[config.mk]
export PLATFORM = sky130hd
export DESIGN_NAME = led_pattern_generator_unit_flat
export DESIGN_NICKNAME = d
export VERILOG_FILES = /design/src/design/lpg_pkg.sv /design/src/design/lpg_if.sv /design/src/design/lpg_step_unit.sv /design/src/design/led_pattern_generator_unit.sv /design/src/flat_wrapper.sv
export VERILOG_INCLUDE_DIRS = /design/src /design/src/design
export SDC_FILE = /design/constraint.sdc
export NUM_CORES = 1
export LEC_CHECK = 0
export ABC_AREA = 1
export BUFFER_PORTS_ARGS = -buffer_cell sky130_fd_sc_hd__buf_2
export CORE_MARGIN = 8
export CORE_UTILIZATION = 25
export DETAILED_ROUTE_END_ITERATION = 10
export SLEW_MARGIN = 0
export SYNTH_ARGS = -nofsm -noshare
export SYNTH_HDL_FRONTEND = slang
export SYNTH_SLANG_ARGS = --single-unit
export TNS_END_PERCENT = 10
[constraint.sdc]
create_clock -name clk -period 4.4 [get_ports clk]
set_input_delay 0.66 -clock clk [delete_from_list [all_inputs] [get_ports clk]]
set_output_delay 0.66 -clock clk [all_outputs]
set_load 0.01 [all_outputs]
[src/design/led_pattern_generator_unit_assert.svh]
// ---------------------------------------------------------------------------
// Assertion macros for the LED pattern generator.
// Both macros expect a clock named clk and a reset named rst in scope.
// ---------------------------------------------------------------------------
`ifndef LED_PATTERN_GENERATOR_UNIT_ASSERT_SVH
`define LED_PATTERN_GENERATOR_UNIT_ASSERT_SVH

// The consequent must hold in the same cycle as the antecedent.
`define LPG_ASSERT_SAME(label, ante, cons) \
  label: assert property (@(posedge clk) disable iff (rst) (ante) |-> (cons)) \
    else $error("LED pattern generator check failed");

// The consequent must hold in the cycle after the antecedent.
`define LPG_ASSERT_NEXT(label, ante, cons) \
  label: assert property (@(posedge clk) disable iff (rst) (ante) |=> (cons)) \
    else $error("LED pattern generator check failed");

`endif

[src/design/lpg_pkg.sv]
`timescale 1ns / 1ps
// ---------------------------------------------------------------------------
// LED pattern generator package
// Shared constants, codes and record types for the LED pattern generator.
// ---------------------------------------------------------------------------
package lpg_pkg;

  // Number of LEDs served by the block.
  localparam int LED_COUNT = 8;
  localparam int IDX_W     = (LED_COUNT > 1) ? $clog2(LED_COUNT) : 1;

  // Brightness scale: 2000 is full on.
  localparam int FULL_LEVEL      = 2000;
  localparam int BLINK_HIGH_MARK = 1800;
  localparam int MAX_TOP_HITS    = 3;

  localparam int LEVEL_W = 11;
  localparam int CFG_W   = 11;

  // Input word operation codes.
  typedef enum logic [1:0] {
    MODE_TICK      = 2'd0,
    MODE_SET       = 2'd1,
    MODE_RESET_ALL = 2'd2,
    MODE_READ      = 2'd3
  } mode_t;

  // Pattern codes.
  localparam logic [2:0] PAT_ON        = 3'd0;
  localparam logic [2:0] PAT_FAINT     = 3'd1;
  localparam logic [2:0] PAT_OFF       = 3'd2;
  localparam logic [2:0] PAT_BLINK     = 3'd3;
  localparam logic [2:0] PAT_SLOW_RAMP = 3'd4;
  localparam logic [2:0] PAT_FAST_RAMP = 3'd5;
  localparam logic [2:0] PAT_THREE_OFF = 3'd6;

  // Ramp direction codes; the unused code two behaves as down.
  localparam logic [1:0] DIR_FROZEN = 2'd0;
  localparam logic [1:0] DIR_UP     = 2'd1;
  localparam logic [1:0] DIR_DOWN   = 2'd3;

  // Configuration register indexes.
  localparam logic [1:0] REG_BLINK_PERIOD = 2'd0;
  localparam logic [1:0] REG_FAINT_LEVEL  = 2'd1;
  localparam logic [1:0] REG_SLOW_STEP    = 2'd2;
  localparam logic [1:0] REG_FAST_STEP    = 2'd3;

  // Per-LED state record as kept in the state memory.
  typedef struct packed {
    logic [2:0]         pattern;
    logic [LEVEL_W-1:0] level;
    logic [1:0]         dir;
    logic [2:0]         bcount;
    logic [10:0]        delay;
  } led_rec_t;

  // Configuration register set.
  typedef struct packed {
    logic [9:0]         blink_period;
    logic [LEVEL_W-1:0] faint_level;
    logic [LEVEL_W-1:0] slow_step;
    logic [LEVEL_W-1:0] fast_step;
  } cfg_t;

  // Control word from the sequencer to the step unit.
  typedef struct packed {
    mode_t      mode;
    logic [2:0] new_pattern;
  } step_ctrl_t;

endpackage

[src/design/lpg_if.sv]
`timescale 1ns / 1ps
// ---------------------------------------------------------------------------
// LED pattern generator channels
// Valid/ready channels for command words and result words.
// ---------------------------------------------------------------------------
interface lpg_in_if;
  import lpg_pkg::*;

  logic       valid;
  logic       ready;
  mode_t      mode;
  logic [7:0] led_index;
  logic [2:0] new_pattern;

  modport source (output valid, mode, led_index, new_pattern, input ready);
  modport sink (input valid, mode, led_index, new_pattern, output ready);
endinterface

interface lpg_out_if;
  import lpg_pkg::*;

  logic               valid;
  logic               ready;
  logic [LEVEL_W-1:0] level;
  logic [2:0]         current_pattern;
  logic               index_valid;

  modport source (output valid, level, current_pattern, index_valid, input ready);
  modport sink (input valid, level, current_pattern, index_valid, output ready);
endinterface

[src/design/lpg_step_unit.sv]
`timescale 1ns / 1ps
// ---------------------------------------------------------------------------
// LED pattern generator step unit
// Computes the next state record of one LED for a tick, a set or a reset-all.
// ---------------------------------------------------------------------------
module lpg_step_unit
  import lpg_pkg::*;
(
  input  cfg_t       cfg,
  input  step_ctrl_t ctrl,
  input  led_rec_t   cur,
  output led_rec_t   nxt
);

  logic [LEVEL_W-1:0] step;
  logic [LEVEL_W:0]   up_sum;
  logic               dn_ok;
  logic [LEVEL_W-1:0] dn_diff;
  logic [10:0]        dly_inc;
  logic [2:0]         bc_inc;
  logic               is_three;
  logic [LEVEL_W-1:0] r_level;
  logic [1:0]         r_dir;
  logic [2:0]         r_bc;

  // Shared adder and subtractor for the ramps.
  assign step     = (cur.pattern == PAT_SLOW_RAMP) ? cfg.slow_step : cfg.fast_step;
  assign up_sum   = {1'b0, cur.level} + {1'b0, step};
  assign dn_ok    = cur.level >= step;
  assign dn_diff  = cur.level - step;
  assign dly_inc  = cur.delay + 11'd1;
  assign bc_inc   = cur.bcount + 3'd1;
  assign is_three = cur.pattern == PAT_THREE_OFF;

  // Ramp step: clamp at the ends and reverse on a strict overshoot.
  always_comb begin
    r_level = cur.level;
    r_dir   = cur.dir;
    r_bc    = cur.bcount;
    if (cur.dir[1]) begin
      if (dn_ok) begin
        r_level = dn_diff;
      end else begin
        r_level = '0;
        r_dir   = DIR_UP;
      end
    end else if (cur.dir == DIR_UP) begin
      if (up_sum > (LEVEL_W+1)'(FULL_LEVEL)) begin
        r_level = LEVEL_W'(FULL_LEVEL);
        r_dir   = DIR_DOWN;
        if (is_three) begin
          r_bc = bc_inc;
        end
      end else begin
        r_level = up_sum[LEVEL_W-1:0];
      end
    end
  end

  // Next record for the operation in progress.
  always_comb begin
    nxt = cur;
    unique case (ctrl.mode)
      MODE_TICK: begin
        unique case (cur.pattern)
          PAT_ON:    nxt.level = LEVEL_W'(FULL_LEVEL);
          PAT_FAINT: nxt.level = cfg.faint_level;
          PAT_OFF:   nxt.level = '0;
          PAT_BLINK: begin
            nxt.delay = dly_inc;
            if (dly_inc > {1'b0, cfg.blink_period}) begin
              nxt.level = (cur.level > LEVEL_W'(BLINK_HIGH_MARK)) ? '0 :
                          LEVEL_W'(FULL_LEVEL);
              nxt.delay = '0;
            end
          end
          PAT_SLOW_RAMP, PAT_FAST_RAMP, PAT_THREE_OFF: begin
            nxt.level  = r_level;
            nxt.dir    = r_dir;
            nxt.bcount = r_bc;
            if (is_three && (r_bc > 3'(MAX_TOP_HITS))) begin
              nxt.bcount  = '0;
              nxt.pattern = PAT_OFF;
            end
          end
          default: nxt = cur;
        endcase
      end
      MODE_SET: nxt.pattern = ctrl.new_pattern;
      MODE_RESET_ALL: begin
        nxt.pattern = PAT_OFF;
        nxt.dir     = DIR_UP;
      end
      MODE_READ: nxt = cur;
    endcase
  end

endmodule

[src/design/led_pattern_generator_unit.sv]
`timescale 1ns / 1ps
// ---------------------------------------------------------------------------
// LED pattern generator
// Blink and breathe controller for LED_COUNT LEDs with one result per word.
// ---------------------------------------------------------------------------
// Each command word returns one result word for the LED named by led_index.
// The per-LED state lives in a small memory that one step unit reads and
// writes one LED at a time, in a read state and then an update state. A
// tick or a reset-all sweeps every LED before the block is ready again; a
// set that changes a pattern updates only that LED, and a read or an
// ignored set only fetches the entry. item.ready is high only when idle.
// A finished result waits in an output register, so the next command word is
// still taken; only the loading of that word's own result waits until the
// previous one has left. Configuration writes take effect at once and are
// expected only while the block is idle; faint_level and the step sizes
// saturate at 2000 when written.
module led_pattern_generator_unit
  import lpg_pkg::*;
(
  input  logic             clk,
  input  logic             rst,
  input  logic             cfg_we,
  input  logic [1:0]       cfg_index,
  input  logic [CFG_W-1:0] cfg_data,
  lpg_in_if.sink           item,
  lpg_out_if.source        result
);

  typedef enum logic [2:0] {
    S_IDLE,
    S_READ,
    S_UPDATE,
    S_FETCH,
    S_RESULT
  } state_t;

  state_t             state;
  logic [IDX_W-1:0]   ptr;
  logic               sweep;
  mode_t              mode_r;
  logic [7:0]         idx_r;
  logic [2:0]         np_r;
  logic               idx_ok_r;
  logic               out_valid;
  logic [LEVEL_W-1:0] out_level;
  logic [2:0]         out_pattern;
  logic               out_index_valid;
  cfg_t               cfg;
  led_rec_t           mem [LED_COUNT];
  logic [LED_COUNT-1:0] vld;
  led_rec_t           q;
  led_rec_t           nxt;
  step_ctrl_t         ctrl;
  logic               idx_ok;
  logic               accept;
  logic [CFG_W-1:0]   cfg_sat;
  logic               last_led;

  assign idx_ok   = {1'b0, item.led_index} < 9'(LED_COUNT);
  assign accept   = item.valid && item.ready;
  assign last_led = ptr == IDX_W'(LED_COUNT - 1);
  assign cfg_sat  = (cfg_data > CFG_W'(FULL_LEVEL)) ? CFG_W'(FULL_LEVEL) : cfg_data;

  assign item.ready             = state == S_IDLE;
  assign result.valid           = out_valid;
  assign result.level           = out_level;
  assign result.current_pattern = out_pattern;
  assign result.index_valid     = out_index_valid;

  // Configuration registers.
  always_ff @(posedge clk) begin
    if (rst) begin
      cfg.blink_period <= 10'd100;
      cfg.faint_level  <= LEVEL_W'(200);
      cfg.slow_step    <= LEVEL_W'(1);
      cfg.fast_step    <= LEVEL_W'(10);
    end else if (cfg_we) begin
      unique case (cfg_index)
        REG_BLINK_PERIOD: cfg.blink_period <= cfg_data[9:0];
        REG_FAINT_LEVEL:  cfg.faint_level  <= cfg_sat;
        REG_SLOW_STEP:    cfg.slow_step    <= cfg_sat;
        REG_FAST_STEP:    cfg.fast_step    <= cfg_sat;
      endcase
    end
  end

  // Shared step unit.
  assign ctrl.mode        = mode_r;
  assign ctrl.new_pattern = np_r;

  lpg_step_unit u_step (
    .cfg  (cfg),
    .ctrl (ctrl),
    .cur  (q),
    .nxt  (nxt)
  );

  // State memory write port.
  always_ff @(posedge clk) begin
    if (state == S_UPDATE) begin
      mem[ptr] <= nxt;
    end
  end

  // Entry valid bits: an entry never written reads as all zero.
  always_ff @(posedge clk) begin
    if (rst) begin
      vld <= '0;
    end else if (state == S_UPDATE) begin
      vld[ptr] <= 1'b1;
    end
  end

  // State memory read port with registered data.
  always_ff @(posedge clk) begin
    if (state == S_READ) begin
      q <= vld[ptr] ? mem[ptr] : '0;
    end else if (state == S_FETCH) begin
      q <= vld[idx_r[IDX_W-1:0]] ? mem[idx_r[IDX_W-1:0]] : '0;
    end
  end

  // Sequencer and result register.
  always_ff @(posedge clk) begin
    if (rst) begin
      state     <= S_IDLE;
      out_valid <= 1'b0;
      ptr       <= '0;
      sweep     <= 1'b0;
    end else begin
      if (result.ready && out_valid && (state != S_RESULT)) begin
        out_valid <= 1'b0;
      end
      unique case (state)
        S_IDLE: begin
          if (accept) begin
            mode_r   <= item.mode;
            idx_r    <= item.led_index;
            np_r     <= item.new_pattern;
            idx_ok_r <= idx_ok;
            unique case (item.mode)
              MODE_TICK, MODE_RESET_ALL: begin
                ptr   <= '0;
                sweep <= 1'b1;
                state <= S_READ;
              end
              MODE_SET: begin
                ptr   <= item.led_index[IDX_W-1:0];
                sweep <= 1'b0;
                state <= (idx_ok && (item.new_pattern <= PAT_THREE_OFF)) ? S_READ : S_FETCH;
              end
              MODE_READ: begin
                sweep <= 1'b0;
                state <= S_FETCH;
              end
            endcase
          end
        end
        S_READ: state <= S_UPDATE;
        S_UPDATE: begin
          if (sweep && !last_led) begin
            ptr   <= ptr + IDX_W'(1);
            state <= S_READ;
          end else begin
            state <= S_FETCH;
          end
        end
        S_FETCH: state <= S_RESULT;
        S_RESULT: begin
          if (!out_valid || result.ready) begin
            out_valid       <= 1'b1;
            out_level       <= idx_ok_r ? q.level : '0;
            out_pattern     <= idx_ok_r ? q.pattern : PAT_ON;
            out_index_valid <= idx_ok_r;
            state           <= S_IDLE;
          end
        end
        default: state <= S_IDLE;
      endcase
    end
  end

  // Checks on the block's own behavior.
`include "led_pattern_generator_unit_assert.svh"

  `LPG_ASSERT_NEXT(a_busy_after_accept, accept, !item.ready)
  `LPG_ASSERT_SAME(a_bad_index_zero, out_valid && !out_index_valid, (out_level == '0) && (out_pattern == PAT_ON))
  `LPG_ASSERT_SAME(a_level_in_range, out_valid, out_level <= LEVEL_W'(FULL_LEVEL))

endmodule
[src/flat_wrapper.sv]
// flat-port wrapper written by rule: the top's interface ports become plain ports
module led_pattern_generator_unit_flat import lpg_pkg::*;
  (clk, rst, cfg_we, cfg_index, cfg_data, item_valid, item_mode, item_led_index, item_new_pattern, item_ready, result_valid, result_level, result_current_pattern, result_index_valid, result_ready);
  lpg_in_if item_i ();
  lpg_out_if result_i ();
  input  logic clk;
  input  logic rst;
  input  logic cfg_we;
  input  logic [1:0] cfg_index;
  input  logic [CFG_W-1:0] cfg_data;
  input wire logic [$bits(item_i.valid)-1:0] item_valid;
  input wire logic [$bits(item_i.mode)-1:0] item_mode;
  input wire logic [$bits(item_i.led_index)-1:0] item_led_index;
  input wire logic [$bits(item_i.new_pattern)-1:0] item_new_pattern;
  output wire logic [$bits(item_i.ready)-1:0] item_ready;
  output wire logic [$bits(result_i.valid)-1:0] result_valid;
  output wire logic [$bits(result_i.level)-1:0] result_level;
  output wire logic [$bits(result_i.current_pattern)-1:0] result_current_pattern;
  output wire logic [$bits(result_i.index_valid)-1:0] result_index_valid;
  input wire logic [$bits(result_i.ready)-1:0] result_ready;
  assign item_i.valid = item_valid;
  assign item_i.mode = item_mode;
  assign item_i.led_index = item_led_index;
  assign item_i.new_pattern = item_new_pattern;
  assign item_ready = item_i.ready;
  assign result_valid = result_i.valid;
  assign result_level = result_i.level;
  assign result_current_pattern = result_i.current_pattern;
  assign result_index_valid = result_i.index_valid;
  assign result_i.ready = result_ready;
  led_pattern_generator_unit u_core (.clk(clk), .rst(rst), .cfg_we(cfg_we), .cfg_index(cfg_index), .cfg_data(cfg_data), .item(item_i), .result(result_i));
endmodule
======== Word-level counts from Yosys, hierarchy flattened ========
Memory sizes are Yosys's and may differ from the RTL's. A register that Yosys moved wholly into a read port is not among the register bits.
Cells that the tools add are included.
storage, ports and cells
  flip-flop bits (word level) ............. 113
  bits in latches ......................... 0
  memory bits (writable) .................. 240
  bits in read-only memories .............. 0
  input bits .............................. 31
  output and inout bits ................... 17
  logic and storage cells ................. 151
  memories kept ........................... 1
memory list
  name        words  bits a word  rd ports  clocked after memory_dff  write ports  RTL line                          RTL
  u_core.mem  8      30           2         2                         1            led_pattern_generator_unit.sv:49  led_rec_t mem [LED_COUNT];
cells by class
  $add $sub $neg .......................... 5
  multiply operators ...................... 0
  divide/modulo/power cells ............... 0
  order comparisons ....................... 11
  eq/ne operators ......................... 26
  shift-type cells ........................ 0
  multiplexer cells ....................... 56
  bitwise gates (word level) .............. 2
  reductions and logical operators ........ 29
operators with widths
  cell                                                        count
  2-to-1 mux 11 bit                                           11
  2-to-1 mux 30 bit                                           4
  one-hot mux 11 bit (5 select lines)                         1
  2-to-1 mux 3 bit                                            14
  > comparator 11 bit, second input constant                  2
  == test 3 bit, second input constant                        5
  one-hot mux 3 bit (5 select lines)                          1
  2-to-1 mux 14 bit                                           1
  adder 11 x 11 -> 12 bit                                     1
  == test 2 bit, second input constant                        6
  == test 3 x 2 -> 1 bit, second input constant               4
  > comparator 12 x 11 -> 1 bit, second input constant        1
  2-to-1 mux 2 bit                                            6
  one-hot mux 3 bit (2 select lines)                          2
  one-hot mux 3 bit (4 select lines)                          1
  AND reduction 2 bit                                         6
  adder 11 x 1 -> 11 bit, second input constant               1
  >= comparator 11 bit                                        1
  > comparator 11 x 10 -> 1 bit                               1
  subtractor 11 bit                                           1
  one-hot mux 3 bit (3 select lines)                          1
  == test 2 x 1 -> 1 bit, second input constant               4
  less-than comparator 3 x 4 -> 1 bit, second input constant  2
  less-than comparator 8 x 4 -> 1 bit, second input constant  1
  26 further kinds                                            51

======== Logic depth before layout (Yosys ltp) ========
Gate-level depths: netlist (run 1).
  word-level depth ........................ 12
  mapped depth ............................ 24
  depth with buffers taken out ............ 22

======== Cells and area by module ========
A second synthesis (run 1) with hierarchy kept.
second synthesis, totals
  cell total of the unflattened synthesis .. 2711
  area, all modules ....................... 20454.6 sq um
modules (own cells, without submodules)
  module                      instances  cells each  area an instance (sq um)
  led_pattern_generator_unit  1          2135        17455.5
  lpg_step_unit               1          576         2999.1

======== Worst setup path after synthesis (run 1) ========
No wires, ideal clock.
  path type ............................... register to register
  start ................................... reg u_core.q[27] (netlist name)
  end ..................................... mem u_core.mem[0][15] (netlist name), data pin
  data arrival time ....................... 2.996 ns
  path slack .............................. 1.139 ns
  cell stages (with the launch flop) ...... 22
  path buffers ............................ 1
  cell sequence ........................... edfxtp_1 -> nor2_1 -> nand2_1 -> clkbuf_1 -> o21ai_0 -> inv_1 -> fa_1 -> inv_1 -> nand3_1 -> nand2_1 -> nand2_1 -> nand2_1 -> nand2_1 -> nand2_1 -> nand2_1 -> nor2_1 -> nand2_1 -> nand2_2 -> nand2_2 -> o22ai_1 -> nand2_1 -> o21ai_0
RTL lines
  what                      RTL line                           RTL
  start: declaration        led_pattern_generator_unit.sv:51   led_rec_t q;
  start signal: assignment  led_pattern_generator_unit.sv:117  q <= vld[ptr] ? mem[ptr] : '0;
  start signal: assignment  led_pattern_generator_unit.sv:119  q <= vld[idx_r[IDX_W-1:0]] ? mem[idx_r[IDX_W-1:0]] : '0;
  end: declaration          led_pattern_generator_unit.sv:49

==> out/qor.yml, run 1 <==
logic_synthesis:
  netlist_area_mm2: 0.0190
  yosys-top-cells-count: "o21ai_0, nand2_1, edfxtp_1, inv_1, nor2_1"
  synth_cells: 2255
  seq_area_frac_synth_pct: 53.3
  synth_edf_count: 294
  syn_nets: 2324
  yosysTopAreaCellShare_pct: 46.4
  yosys_most_used_dff: "edfxtp_1"
  synth.area.top_cells: "edfxtp_1, o21ai_0, nand2_1, dfxtp_1, inv_1"
  synth-seq-cells: 359
  netlist-cell-type-count: 50
  async_flop_share_pct: 0
  yosysMostFrequentCell: "o21ai_0"
  synth_top_cell_by_area: "edfxtp_1"
  syn_area_per_cell_um2: 8.43
  ys_warn_count: 0
global_route:
  gr-usage-all-layers_pct: 13.0
  first_global_vias: 14913
  overflow: 0
  grt_pass1_wl_um: 87300
  antenna_found_initial: 1
  grt_max_degree: 87
critical_path:
  cp_top_family: "simple AND/OR/NAND/NOR gates"
  cp_max_fo: 10
  cp_common_cell: "nand2_1"
  cp.required_ps: 4650
  ff2ff_setup_slack_ps: 400
  critical_path.endpoint: "u_core.mem[2][15]"
  slowest_delay_ps: 480
  crit_chain: "nor2_1 -> nand2_1 -> o21ai_0 -> inv_1 -> fa_1 -> inv_1 -> nand3_1 -> nand2_1 -> nand2_1 -> nand2_1 -> nand2_1 -> nand2_1 -> nand2_1 -> nor2_1 -> nand2_1 -> nand2_2 -> nand2_2 -> o22ai_1 -> nand2_1 -> o21ai_0"
  startpoint_type: "flip-flop"
  rr_endpoint: "u_core.mem[2][15]"
  path_class: "reg -> reg"
  cp_data_arrival_time_ps: 4250
  cp-startpoint: "u_core.q[27]"
  critical_path_buf_inv_count: 2
  r2r_cells: 20
  reg2reg_from: "u_core.q[27]"
  end_kind: "flip-flop"
  crit_cells: 20
  critPathSlowestCell: "o21ai_0"
final_layout:
  nFillCells: 7950
  finalNonFillerCells: 3276
  seqCellArea_mm2: 0.0101
  finalInstanceArea_mm2: 0.0218
  diodes: 0
  syn2layout_area_growth_pct: 14.6
  multiInputGateArea_mm2: 0.00736
  drive_above_1_share_pct: 8.66
  fin_nets: 2334
run:
  cap_violations: 0
die:
  pin_count: 48
  die_x_um: 292
  num_rows: 101
  core_area_mm2: 0.0756
  die_h_um: 292
  dieArea_mm2: 0.0851
  initial_core_util_pct: 25.2
placement:
  place_inst: 3200
  place_area_mm2: 0.0204
  io_buffers: 47
  gp_congestion: 0.965
  post-dp-hpwl_um: 35800
timing:
  slew_headroom_pct: 24.1
  whs_ps: 300
  slew_violations: 0
  skew_ps: 26.1
  worst_pin_slew_ps: 1140
  fmax_mhz: 250
  finalSetupTns_ps: 0
  setup_viol: 0
  post-route-period-util_pct: 90.9
  fin_crit_ps: 4000
  finalHoldViolations: 0
  rsz0062_at_grt: "false"
drt:
  drt-initial-drc-count: 1515
  drt_wl_total_um: 57700
  ant_nets: 0
  dr.pass1.iters: 6
  wl_per_cell_um: 17.6
  vias_per_cell: 4.85
  vias: 15902
  drc: 0
clocking:
  cts_max_level: 2
  cts-buffers-inserted: 41
  cts_setup_buffers: 0
  root_buffer: "clkbuf_16"
  clk_pin_slew_ps: 60
  post_cts_resized: 0
  numClockSinks: 359
  tritoncts: "yes"
  cts_hold_buf: 0
  clkLatencyLatePin_ps: 580
  cts_buffer_depth: 3
power:
  pwr-share-seq_pct: 42.4
  p_int_mw: 6.66
  clockPowerShare_pct: 35.9
  ir_drop_v: 0.000241
  p_leak_nw: 8.58
  swShare_pct: 31.9
  total_power_mw: 9.78
  pwr-share-comb_pct: 21.8
  p_per_area_mw_per_mm2: 449
  switching_power_mw: 3.12
outcome:
  status: "finished clean"
hold_path:
  hold_path.class: "in -> reg"
-- power by group through the flow --
stage | sequential [mW] | combinational [mW] | clock [mW]
finish | 4.14 | 2.13 | 3.51
detailed placement | 4.21 | 2.10 | 0
global route | 4.16 | 2.39 | 3.69
global placement | 4.21 | 2.10 | 0
CTS | 4.14 | 2.11 | 3.56
floorplan | 4.05 | 1.54 | 0
-- layer usage --
metal  wire length (um)  track usage, %  vias to the layer above
met5                  0               0                        -
met4               2270            5.75                        0
met3               4770            3.01                      138
met2              26300            21.2                      645
met1              24300            16.5                     7452
li1                   -               -                     7667
-- registers in the layout (all words and copies together) (netlist names), 2 cells and up, named ones only --
| register | cells |
|---|---|
| u_core.cfg | 43 |
| u_core.idx_r | 3 |
| u_core.mem | 240 |
| u_core.mode_r | 2 |
| u_core.np_r | 3 |
| u_core.ptr | 3 |
| u_core.q | 30 |
| u_core.result.current_pattern | 3 |
| u_core.result.level | 11 |
| u_core.state | 3 |
| u_core.vld | 8 |
-- cell type report --
cell class	count	area share (%)
Clock buffer	52	5.47
Inverter	292	5.04
Tap cell	978	5.62
Multi-Input combinational cell	1482	33.8
Clock inverter	24	0.965
Sequential cell	359	46.6
Timing Repair Buffer	89	2.58
-- worst min path at each step --
stage	from	cells past startpoint	slack [ps]	endpoint
after floorplan	u_core.cfg[20]	2	420	u_core.cfg[20]
after global placement	u_core.vld[2]	2	450	u_core.vld[2]
after global routing	item_new_pattern[2]	1	300	u_core.np_r[2]
after CTS	item_new_pattern[2]	1	280	u_core.np_r[2]
final	item_new_pattern[2]	1	300	u_core.np_r[2]
after detailed placement	u_core.vld[2]	2	460	u_core.vld[2]
-- cells by family (layout without fill, tap and decap cells) --
group / Yosys count / in the layout / share of synthesized area (%)
muxes: 2 / 2 / 0.112
and+or+nand+nor: 699 / 699 / 15.0
buffers and inverters: 414 / 457 / 8.39
AOI/OAI and AO/OA: 731 / 731 / 20.0
DFF: 359 / 359 / 53.3
xor gates and xnor gates: 12 / 12 / 0.652
adders and majority gates: 38 / 38 / 2.58
-- per-stage QoR --
stage          utilization (%)  setup slack, ps
2_1_floorplan                -             1140
3_3_place_gp              27.0              483
3_5_place_dp              27.0              430
4_1_cts                   28.8              413
5_1_grt                   28.8             22.9
6_report                  28.8              402
-- layout by cell type (no fill, tap or decap), drive strengths merged, types with 2 or more instances in the layout --
| cell type | Yosys | final |
|---|---|---|
| a211oi | 6 | 6 |
| a21o | 2 | 2 |
| a21oi | 208 | 208 |
| a31oi | 3 | 3 |
| and2 | 2 | 2 |
| buf | 29 | 89 |
| bufinv | 0 | 3 |
| clkbuf | 93 | 52 |
| clkinv | 3 | 18 |
| dfxtp | 65 | 65 |
| edfxtp | 294 | 294 |
| fa | 2 | 2 |
| ha | 36 | 36 |
| inv | 289 | 294 |
| nand2 | 380 | 380 |
| nand3 | 52 | 52 |
| nand3b | 2 | 2 |
| nand4 | 14 | 14 |
| nor2 | 231 | 231 |
| nor3 | 12 | 12 |
| nor4 | 3 | 3 |
| o211ai | 11 | 11 |
| o21ai | 457 | 457 |
| o21bai | 5 | 5 |
| o22ai | 34 | 34 |
| xor2 | 12 | 12 |
(Power assumes the default switching activity.)
==> inputs of run 2 (changes only) <==
Clock period 4.4 ns to 3.4 ns, I/O delays scaled along.
==> run 2 against run 1 <==
Setup slack worse by 320 ps; first-iteration DRC count rose by 8.8%; via count up 2.4%; sequential power rose by 28%; hold slack worse by 160 ps; final cell count increased by 2.7%; die area unchanged; highest routed layer unchanged; routed wire length grew 1.6%; maximum frequency increased by 21%.
==> out/qor.yml, run 2 (same netlist as run 1, synthesis figures left out) <==
outcome:
  status: "finished clean"  # unchanged
power:
  ir_drop_v: 0.000314  # was 0.000241 V
  clockPowerShare_pct: 32.5  # was 35.9%
  pwr-share-seq_pct: 41.8  # was 42.4%
  pwr-share-comb_pct: 25.6  # was 21.8%
  swShare_pct: 32.4  # was 31.9%
  switching_power_mw: 4.09  # was 3.12 mW
  p_per_area_mw_per_mm2: 557  # was 449 mW/mm2
  p_leak_nw: 9.00  # was 8.58 nW
  p_int_mw: 8.54  # was 6.66 mW
  total_power_mw: 12.6  # was 9.78 mW
placement:
  gp_congestion: 0.947  # was 0.965
  post-dp-hpwl_um: 36200  # was 35800 um
  io_buffers: 47  # unchanged
timing:
  slew_headroom_pct: 37.3  # was 24.1%
  finalHoldViolations: 0  # unchanged
  worst_pin_slew_ps: 936  # was 1140 ps
  post-route-period-util_pct: 97.6  # was 90.9%
  slew_violations: 0  # unchanged
  fin_crit_ps: 3320  # was 4000 ps
  rsz0062_at_grt: "true"  # was false
  fmax_mhz: 301  # was 250 MHz
  whs_ps: 141  # was 300 ps
  skew_ps: 17.6  # was 26.1 ps
  setup_viol: 0  # unchanged
  finalSetupTns_ps: 0  # unchanged
die:
  num_rows: 101  # unchanged
  die_x_um: 292  # unchanged
  core_area_mm2: 0.0756  # unchanged
  dieArea_mm2: 0.0851  # unchanged
  pin_count: 48  # unchanged
  initial_core_util_pct: 25.2  # unchanged
  die_h_um: 292  # unchanged
global_route:
  first_global_vias: 15532  # was 14913
  overflow: 0  # unchanged
  gr-usage-all-layers_pct: 13.4  # was 13.0%
  antenna_found_initial: 1  # unchanged
  grt_max_degree: 181  # was 87
  grt_pass1_wl_um: 90500  # was 87300 um
drt:
  wl_per_cell_um: 17.4  # was 17.6 um
  vias_per_cell: 4.84  # was 4.85
  dr.pass1.iters: 6  # unchanged
  ant_nets: 0  # unchanged
  drc: 0  # unchanged
  drt-initial-drc-count: 1648  # was 1515
  vias: 16288  # was 15902
  drt_wl_total_um: 58600  # was 57700 um
clocking:
  cts_max_level: 2  # unchanged
  clk_pin_slew_ps: 60  # about the same
  cts_hold_buf: 0  # unchanged
  tritoncts: "yes"  # unchanged
  root_buffer: "clkbuf_16"  # unchanged
  numClockSinks: 359  # unchanged
  cts-buffers-inserted: 40  # was 41
  clkLatencyLatePin_ps: 570  # was 580 ps
  cts_buffer_depth: 3  # unchanged
critical_path:
  path_class: "reg -> reg"  # unchanged
  end_kind: "flip-flop"  # unchanged
  slowest_delay_ps: 410  # was 480 ps
  cp_common_cell: "nand2_1"  # unchanged
  cp_top_family: "simple AND/OR/NAND/NOR gates"  # unchanged
  cp.required_ps: 3700  # was 4650 ps
  cp_max_fo: 8  # was 10
  cp_data_arrival_time_ps: 3610  # was 4250 ps
  critPathSlowestCell: "edfxtp_1"  # was o21ai_0
  crit_chain: "nor2_2 -> nand2_2 -> mux2_4 -> buf_4 -> ha_1 -> fa_2 -> o21bai_1 -> nand2_1 -> nand2_1 -> a21oi_1 -> xor2_1 -> nand2_1 -> nand3_1 -> nand3_1 -> nand2_2 -> inv_2"  # was nor2_1 -> nand2_1 -> o21ai_0 -> inv_1 -> fa_1 -> inv_1 -> nand3_1 -> nand2_1 -> nand2_1 -> nand2_1 -> nand2_1 -> nand2_1 -> nand2_1 -> nor2_1 -> nand2_1 -> nand2_2 -> nand2_2 -> o22ai_1 -> nand2_1 -> o21ai_0
  critical_path_buf_inv_count: 2  # unchanged
  startpoint_type: "flip-flop"  # unchanged
final_layout:
  top_regs: "u_core.mem x240, u_core.cfg x43, u_core.q x30"  # unchanged
  fin_nets: 2423  # was 2334
  regMostFlops: "u_core.mem"  # unchanged
  drive_above_1_share_pct: 13.3  # was 8.66%
  fin_util_pct: 30.0  # was 28.8%
  layout_common_cells: "o21ai_0, nand2_1, edfxtp_1, inv_1, nor2_1"  # unchanged
  syn2layout_area_growth_pct: 19.3  # was 14.6%
  largest_reg_flops: 240  # unchanged
  final_common_cell: "o21ai_0"  # unchanged
run:
  cap_violations: 0  # unchanged
hold_path:
  hold_path.class: "in -> reg"  # unchanged
[run 2: worst paths after layout]
path,startpoint,endpoint,slack [ps],cells after the start
hold / removal,item_new_pattern[2],u_core.np_r[2],140,1
setup reg to reg,u_core.q[28],u_core.mem[4][26],80,16
hold reg to reg,u_core.cfg[20],u_core.cfg[20],450,2
setup / recovery,u_core.q[28],u_core.mem[4][26],80,16
[run 2: final cells by class]
cell class | count | area (um2)
flip-flops and latches | 359 | 10100
well taps | 978 | 1220
diodes | 1 | 2.50
clock inverters | 12 | 91.3
repair buffers | 179 | 1370
clock buffers | 60 | 1130
fillers | 7948 | 52900
multi-input cells | 1482 | 7620
inverters | 292 | 1100
[run 2: through the flow]
stage / setup WS, ps / area (um2) / instances
after floorplan: 139 / 19000 / 2255
after global placement: -157 / 21200 / 3287
after detailed placement: -244 / 21200 / 3287
after CTS: -69.9 / 22400 / 3359
after global routing: -111 / 22700 / 3362
final: 82.9 / 22700 / 3363
[run 2: metal layers]
| metal | vias up | routed length [um] | track usage (%) |
|---|---|---|---|
| met4 | 0 | 1860 | 5.20 |
| li1 | 7833 | - | - |
| met1 | 7690 | 25200 | 17.7 |
| met2 | 647 | 27000 | 21.7 |
| met5 | - | 0 | 0 |
| met3 | 118 | 4490 | 2.48 |
[run 2: power groups by stage]
stage | sequential [mW] | clock (mW) | combinational (mW)
after floorplan | 5.24 | 0 | 2.00
after global placement | 5.37 | 0 | 3.09
after detailed placement | 5.36 | 0 | 3.09
after CTS | 5.28 | 4.18 | 3.12
after global routing | 5.30 | 4.33 | 3.63
final | 5.28 | 4.11 | 3.24
[run 2: what timing repair did]
| item | in CTS | in global routing |
|---|---|---|
| resized for setup | 16 | 68 |
| pin swaps | 0 | 14 |
| setup buffers | 0 | 3 |
| endpoints found under the setup margin | 120 | 216 |
